`src/hw/rtl/dcrk_pkg.sv`:
```
// Shared types and codes for the DC motor RK4 step engine.
// Holds the controller states, datapath command encoding and register indexes.
// No dependencies.
package dcrk_pkg;

  localparam int unsigned CFG_ADDR_W = 3;
  localparam int unsigned CFG_DATA_W = 32;
  localparam int unsigned STATE_W    = 32;

  // Configuration register indexes.
  typedef enum logic [CFG_ADDR_W-1:0] {
    REG_SPEED_FROM_SPEED     = 3'd0,
    REG_SPEED_FROM_CURRENT   = 3'd1,
    REG_CURRENT_FROM_SPEED   = 3'd2,
    REG_CURRENT_FROM_CURRENT = 3'd3,
    REG_CURRENT_FROM_VOLTAGE = 3'd4,
    REG_STEP_SIZE            = 3'd5
  } cfg_reg_e;

  typedef enum logic [2:0] {
    ST_IDLE,
    ST_SLOPE,
    ST_STAGE,
    ST_FINAL,
    ST_DIV,
    ST_DONE
  } state_e;

  // Operand pair presented to the shared multiplier.
  typedef enum logic [3:0] {
    MUL_NONE,
    MUL_SS,
    MUL_SC,
    MUL_CS,
    MUL_CC,
    MUL_CV,
    MUL_H_K,
    MUL_H_HI,
    MUL_H_LO
  } mul_op_e;

  // What is done with the registered product.
  typedef enum logic [2:0] {
    ACC_NONE,
    ACC_LOAD,
    ACC_ADD,
    ACC_RAW,
    ACC_K_SPEED,
    ACC_K_CURRENT,
    ACC_STAGE,
    ACC_FINISH
  } acc_op_e;

  typedef enum logic [1:0] {
    KS_NONE,
    KS_LOAD,
    KS_ADD1,
    KS_ADD2
  } ksum_op_e;

  typedef logic [1:0] lane_t;

  localparam lane_t LANE_ANGLE   = 2'd0;
  localparam lane_t LANE_SPEED   = 2'd1;
  localparam lane_t LANE_CURRENT = 2'd2;

  typedef struct packed {
    logic     load;
    mul_op_e  mul_op;
    lane_t    mul_lane;
    acc_op_e  acc_op;
    lane_t    acc_lane;
    logic     half_step;
    ksum_op_e ksum_op;
    logic     div_step;
    logic     commit;
  } dcrk_cmd_t;

endpackage

```
`src/hw/rtl/dcrk_ctrl.sv`:
```
// Sequencer of the RK4 step engine: walks the four slope passes, the stage
// updates, the final weighted sum and the division, and owns both handshakes.
// Depends on dcrk_pkg.
module dcrk_ctrl (
  input  logic                clk_i,
  input  logic                rst_ni,
  input  logic                in_valid_i,
  output logic                in_ready_o,
  output logic                out_valid_o,
  input  logic                out_ready_i,
  output dcrk_pkg::dcrk_cmd_t cmd_o
);

  dcrk_pkg::state_e state_q, state_d;
  logic [2:0]       cnt_q, cnt_d;
  logic [1:0]       pass_q, pass_d;
  logic             out_valid_q, out_valid_d;
  logic             out_free;

  assign out_free = !out_valid_q || out_ready_i;

  always_comb begin
    state_d     = state_q;
    cnt_d       = cnt_q + 3'd1;
    pass_d      = pass_q;
    out_valid_d = out_valid_q && !out_ready_i;
    case (state_q)
      dcrk_pkg::ST_IDLE: begin
        cnt_d  = 3'd0;
        pass_d = 2'd0;
        if (in_valid_i) begin
          state_d = dcrk_pkg::ST_SLOPE;
        end
      end
      dcrk_pkg::ST_SLOPE: begin
        if (cnt_q == 3'd5) begin
          cnt_d   = 3'd0;
          state_d = (pass_q == 2'd3) ? dcrk_pkg::ST_FINAL : dcrk_pkg::ST_STAGE;
        end
      end
      dcrk_pkg::ST_STAGE: begin
        if (cnt_q == 3'd3) begin
          cnt_d   = 3'd0;
          pass_d  = pass_q + 2'd1;
          state_d = dcrk_pkg::ST_SLOPE;
        end
      end
      dcrk_pkg::ST_FINAL: begin
        if (cnt_q == 3'd7) begin
          cnt_d   = 3'd0;
          state_d = dcrk_pkg::ST_DIV;
        end
      end
      dcrk_pkg::ST_DIV: begin
        if (cnt_q == 3'd4) begin
          cnt_d   = 3'd0;
          state_d = dcrk_pkg::ST_DONE;
        end
      end
      dcrk_pkg::ST_DONE: begin
        cnt_d = 3'd0;
        // The result is shown straight from the state registers, so the
        // commit waits until the previous result has left.
        if (out_free) begin
          out_valid_d = 1'b1;
          state_d     = dcrk_pkg::ST_IDLE;
        end
      end
      default: begin
        state_d = dcrk_pkg::ST_IDLE;
      end
    endcase
  end

  always_comb begin
    cmd_o.load      = 1'b0;
    cmd_o.mul_op    = dcrk_pkg::MUL_NONE;
    cmd_o.mul_lane  = dcrk_pkg::LANE_ANGLE;
    cmd_o.acc_op    = dcrk_pkg::ACC_NONE;
    cmd_o.acc_lane  = dcrk_pkg::LANE_ANGLE;
    cmd_o.half_step = (pass_q != 2'd2);
    cmd_o.ksum_op   = dcrk_pkg::KS_NONE;
    cmd_o.div_step  = 1'b0;
    cmd_o.commit    = 1'b0;
    in_ready_o      = 1'b0;
    case (state_q)
      dcrk_pkg::ST_IDLE: begin
        in_ready_o = 1'b1;
        cmd_o.load = in_valid_i;
      end
      dcrk_pkg::ST_SLOPE: begin
        case (cnt_q)
          3'd0: cmd_o.mul_op = dcrk_pkg::MUL_SS;
          3'd1: begin
            cmd_o.mul_op = dcrk_pkg::MUL_SC;
            cmd_o.acc_op = dcrk_pkg::ACC_LOAD;
          end
          3'd2: begin
            cmd_o.mul_op = dcrk_pkg::MUL_CS;
            cmd_o.acc_op = dcrk_pkg::ACC_K_SPEED;
          end
          3'd3: begin
            cmd_o.mul_op = dcrk_pkg::MUL_CC;
            cmd_o.acc_op = dcrk_pkg::ACC_LOAD;
          end
          3'd4: begin
            cmd_o.mul_op = dcrk_pkg::MUL_CV;
            cmd_o.acc_op = dcrk_pkg::ACC_ADD;
          end
          3'd5: cmd_o.acc_op = dcrk_pkg::ACC_K_CURRENT;
          default: begin
          end
        endcase
      end
      dcrk_pkg::ST_STAGE: begin
        case (cnt_q)
          3'd0: begin
            cmd_o.ksum_op  = (pass_q == 2'd0) ? dcrk_pkg::KS_LOAD : dcrk_pkg::KS_ADD2;
            cmd_o.mul_op   = dcrk_pkg::MUL_H_K;
            cmd_o.mul_lane = dcrk_pkg::LANE_ANGLE;
          end
          3'd1: begin
            cmd_o.mul_op   = dcrk_pkg::MUL_H_K;
            cmd_o.mul_lane = dcrk_pkg::LANE_SPEED;
            cmd_o.acc_op   = dcrk_pkg::ACC_STAGE;
            cmd_o.acc_lane = dcrk_pkg::LANE_ANGLE;
          end
          3'd2: begin
            cmd_o.mul_op   = dcrk_pkg::MUL_H_K;
            cmd_o.mul_lane = dcrk_pkg::LANE_CURRENT;
            cmd_o.acc_op   = dcrk_pkg::ACC_STAGE;
            cmd_o.acc_lane = dcrk_pkg::LANE_SPEED;
          end
          3'd3: begin
            cmd_o.acc_op   = dcrk_pkg::ACC_STAGE;
            cmd_o.acc_lane = dcrk_pkg::LANE_CURRENT;
          end
          default: begin
          end
        endcase
      end
      dcrk_pkg::ST_FINAL: begin
        case (cnt_q)
          3'd0: cmd_o.ksum_op = dcrk_pkg::KS_ADD1;
          3'd1: begin
            cmd_o.mul_op   = dcrk_pkg::MUL_H_HI;
            cmd_o.mul_lane = dcrk_pkg::LANE_ANGLE;
          end
          3'd2: begin
            cmd_o.mul_op   = dcrk_pkg::MUL_H_LO;
            cmd_o.mul_lane = dcrk_pkg::LANE_ANGLE;
            cmd_o.acc_op   = dcrk_pkg::ACC_RAW;
          end
          3'd3: begin
            cmd_o.mul_op   = dcrk_pkg::MUL_H_HI;
            cmd_o.mul_lane = dcrk_pkg::LANE_SPEED;
            cmd_o.acc_op   = dcrk_pkg::ACC_FINISH;
            cmd_o.acc_lane = dcrk_pkg::LANE_ANGLE;
          end
          3'd4: begin
            cmd_o.mul_op   = dcrk_pkg::MUL_H_LO;
            cmd_o.mul_lane = dcrk_pkg::LANE_SPEED;
            cmd_o.acc_op   = dcrk_pkg::ACC_RAW;
          end
          3'd5: begin
            cmd_o.mul_op   = dcrk_pkg::MUL_H_HI;
            cmd_o.mul_lane = dcrk_pkg::LANE_CURRENT;
            cmd_o.acc_op   = dcrk_pkg::ACC_FINISH;
            cmd_o.acc_lane = dcrk_pkg::LANE_SPEED;
          end
          3'd6: begin
            cmd_o.mul_op   = dcrk_pkg::MUL_H_LO;
            cmd_o.mul_lane = dcrk_pkg::LANE_CURRENT;
            cmd_o.acc_op   = dcrk_pkg::ACC_RAW;
          end
          3'd7: begin
            cmd_o.acc_op   = dcrk_pkg::ACC_FINISH;
            cmd_o.acc_lane = dcrk_pkg::LANE_CURRENT;
          end
          default: begin
          end
        endcase
      end
      dcrk_pkg::ST_DIV: cmd_o.div_step = 1'b1;
      dcrk_pkg::ST_DONE: cmd_o.commit = out_free;
      default: begin
      end
    endcase
  end

  always_ff @(posedge clk_i or negedge rst_ni) begin
    if (!rst_ni) begin
      state_q     <= dcrk_pkg::ST_IDLE;
      cnt_q       <= '0;
      pass_q      <= '0;
      out_valid_q <= 1'b0;
    end else begin
      state_q     <= state_d;
      cnt_q       <= cnt_d;
      pass_q      <= pass_d;
      out_valid_q <= out_valid_d;
    end
  end

  assign out_valid_o = out_valid_q;

`ifndef SYNTHESIS
  a_result_after_done: assert property (@(posedge clk_i) disable iff (!rst_ni)
    $rose(out_valid_q) |-> $past(state_q == dcrk_pkg::ST_DONE))
    else $error("result became valid outside the commit step");

  a_no_commit_over_result: assert property (@(posedge clk_i) disable iff (!rst_ni)
    (out_valid_q && !out_ready_i) |-> !cmd_o.commit)
    else $error("state committed while the previous result was still waiting");

  a_slope_count: assert property (@(posedge clk_i) disable iff (!rst_ni)
    (state_q == dcrk_pkg::ST_SLOPE) |-> (cnt_q <= 3'd5))
    else $error("slope sub-step counter out of range");

  a_final_after_four: assert property (@(posedge clk_i) disable iff (!rst_ni)
    (state_q == dcrk_pkg::ST_FINAL) |-> (pass_q == 2'd3))
    else $error("final sum started before the fourth slope");
`endif

endmodule

```
`config.mk`:
```
export PLATFORM = sky130hd
export DESIGN_NAME = dcrk_ctrl
export DESIGN_NICKNAME = d
export VERILOG_FILES = /design/src/hw/rtl/dcrk_pkg.sv /design/src/hw/rtl/dcrk_ctrl.sv
export SDC_FILE = /design/constraint.sdc
export NUM_CORES = 1
export LEC_CHECK = 0
export ABC_AREA = 1
export BUFFER_PORTS_ARGS = -buffer_cell sky130_fd_sc_hd__buf_4
export CORE_MARGIN = 1
export CORE_UTILIZATION = 53
export DETAILED_ROUTE_END_ITERATION = 7
export PLACE_DENSITY = 0.86
export SLEW_MARGIN = 20
export SYNTH_ARGS = -nofsm -noshare
export SYNTH_HDL_FRONTEND = slang
export SYNTH_SLANG_ARGS = --single-unit
export TNS_END_PERCENT = 1
```
`constraint.sdc`:
```
create_clock -name clk_i -period 1.85 [get_ports clk_i]
set_input_delay 0.2775 -clock clk_i [delete_from_list [all_inputs] [get_ports clk_i]]
set_output_delay 0.2775 -clock clk_i [all_outputs]
set_load 0.005 [all_outputs]
```
==> flow_summary.ini <==
[status]
status = finished, violations left
violations = setup timing

[grt]
grt.met2_usage_pct = 61.4
grt_usage_pct = 37.4
grt_remaining_overflow = 0
antenna_found_initial = 0
grt_busiest_layer = met2
met3_usage_pct = 10.3
grt_pass1_wl_um = 5380
grt_use_met1_pct = 43.5
grt_pass1_vias = 1173
grt_max_degree = 10

[synth]
synth.mux.area_fraction_pct = 0
synth_edf_count = 0
synth_cell_types = 22
ys_seq_area_share_pct = 22.6
synth_top_family_by_area = simple AND/OR/NAND/NOR gates
syn-num-nets = 165
netlist_instances = 150
synth-simple-area-share_pct = 38.8
async_flop_share_pct = 100
yosysWarnings = 0
syn_avg_cell_area_um2 = 6.65
synth_compound_area_share_pct = 12.4
ys_dominant_reg_cell = dfrtp_1
ys_seq_elements = 9
synth_fa_ha_area_share_pct = 13.8
synth_xor_area_share_pct = 0
synth_area_um2 = 997

[timing]
fin_skew_ns = 0.00927
holdWs_ns = 0.227
period_minus_slack_ns = 2.01
rsz0062_at_grt = yes
worstMarginPinSlew_ns = 0.348
hold_viol = 0
finalSetupViolCount = 11
post-route-period-util_pct = 109
fin_ws_ns = -0.160
maxSlewViolCount = 0
max_slew_margin_pct = 76.6
max_freq_mhz = 498

[setup_path]
path_cells = inv_4 > ha_4 > nand2_4 > inv_1 > a21oi_1 > o21ai_0 > buf_4
critPathMaxFanout = 5
timing.rr.start = cnt_q[2]
crit_arrival_ns = 1.73
r2r_end = cnt_q[1]
cp-start-kind = register
reg2reg_slack_ns = 0.10
cp_slowest_cell = dfrtp_2
cpPeakStageDelay_ns = 0.46
path_class = reg2out
cp.required_ns = 1.57
ff2ff_path_depth = 10
end_kind = output port

[layout]
n_fill_cell = 77
nets = 209
drive_above_1_share_pct = 48.7
final_cells = 218
final_cell_mix = buf_4 (37), nand2_1 (29), inv_1 (16)
syn2layout_area_growth_pct = 57.5
final_common_cell = buf_4
num_antenna_cells = 0

[hold_path]
hold_end = out_valid_o
hold_class = in2reg
hold_depth = 2
min-delay-start = out_ready_i

[route]
antenna_left = 0
avgRoutedWirePerCell_um = 20.0
drc = 0
via_per_inst = 6.37
vias = 1389
drt-total-wl_um = 4360
drtIter0Drc = 133
dr.pass1.iters = 6

[flow_run]
max_cap_viol_count = 0

[clock_network]
h-tree-depth = 1
cts_buffers = 3
cts.sinks = 9
clk_latency_ns = 0.28
clock_path_buffers = 2
cts.reportedPaths.clkPinSlew_ns = 0.06
cts_tree = built
root_buffer = clkbuf_4

[pwr]
p_clk_share_pct = 6.7
internal_power_mw = 1.12
switchingPower_mw = 1.39
leakage_nw = 0.805
pwr-share-comb_pct = 76.8
p_sw_share_pct = 55.4
vdd_drop_max_mv = 1.23
seqPwrFrac_pct = 16.4
power.density_nw_per_um2 = 1600

[place]
gp_congestion = 0.991
hpwl_um = 1970
pre_cts_ws_ns = 0.0531
post-place-cells = 199
io_buffers = 22

[floorplanning]
die_w_um = 45.4
die_area_um2 = 2060
initial_core_util_pct = 57.1
die_y_um = 45.4
core_um2 = 1750
rows = 15
io_pins = 23
## per-stage QoR
stage / TNS [ns] / power (mW) / instance area, um^2 / util, %
2_1_floorplan: 0 / 1.20 / 997 / -
3_3_place_gp: 0 / 1.56 / 1200 / 68.7
3_5_place_dp: 0 / 1.60 / 1200 / 68.7
4_1_cts: -0.142 / 2.04 / 1430 / 81.6
5_1_grt: -1.56 / 2.61 / 1570 / 90.0
6_report: -1.01 / 2.50 / 1570 / 90.0
## synthesized netlist by cell type, types with 2 or more instances
library cell | number | area [um^2]
nor2_2 | 2 | 12.5
dfrtp_1 | 9 | 225
inv_2 | 2 | 7.51
o21ai_0 | 12 | 60.1
inv_1 | 22 | 82.6
a21oi_1 | 3 | 15.0
o21ai_1 | 5 | 25.0
nand3_1 | 18 | 90.1
nand2_2 | 3 | 18.8
ha_1 | 11 | 138
nor2_4 | 4 | 45.0
nand2_1 | 37 | 139
nor2_1 | 13 | 48.8
## power by group through the flow
stage                     clock network (mW)  logic (mW)  registers, mW
after floorplan                            0       0.888          0.317
after global placement                     0        1.19          0.370
after detailed placement                   0        1.22          0.376
after CTS                              0.159        1.47          0.409
after global routing                   0.178        2.01          0.419
final                                  0.169        1.92          0.411
## sequential cells by signal (all words and copies together) (netlist names)
signal       flops
out_valid_o      1
cnt_q            3
state_q          3
pass_q           2
## worst max-delay path: cells and delay by family, from the launching register on
kind / cells / cell delay, ns
flops: 1 / 0.46
buf+inv: 3 / 0.39
compound gates: 2 / 0.30
fa+ha+maj: 1 / 0.21
simple gates: 1 / 0.09
## per-layer routing
metal,part of all wire (%),wire [um]
met1,33,1460
met2,47,2060
met3,11,484
met4,8.2,359
met5,0,0
## worst max path at each step
stage | startpoint | end | slack, ns | cells past startpoint
global route | cnt_q[1] | cmd_o[7] | -0.26 | 7
floorplan | cnt_q[0] | cmd_o[14] | 0.24 | 8
detailed placement | cnt_q[0] | cmd_o[14] | 0.05 | 9
global placement | cnt_q[0] | cmd_o[14] | 0.15 | 9
CTS | cnt_q[0] | cmd_o[14] | -0.04 | 9
finish | cnt_q[1] | cmd_o[7] | -0.16 | 7
## kinds of logic after synthesis
kind of cell    after synthesis
compound gates               23
flops                         9
simple gates                 80
fa+ha+maj                    11
buf+inv                      27
## final cells by class
cell class / instances / area (um^2) / share of cell area (%)
tap: 25 / 31.3 / 1.99
timing repair buffer: 41 / 322 / 20.5
sequential: 9 / 233 / 14.8
inverter: 25 / 111 / 7.09
clock buffer: 4 / 26.3 / 1.67
multi-input combinational: 114 / 847 / 53.9
## repair_timing
item	CTS	global route
hold endpoints to repair	9	0
pin swaps	7	6
setup buffers	8	6
resized for setup	41	23
setup endpoints to repair	11	13
hold buffers	1	0
Power figures use the tool's default switching activity.
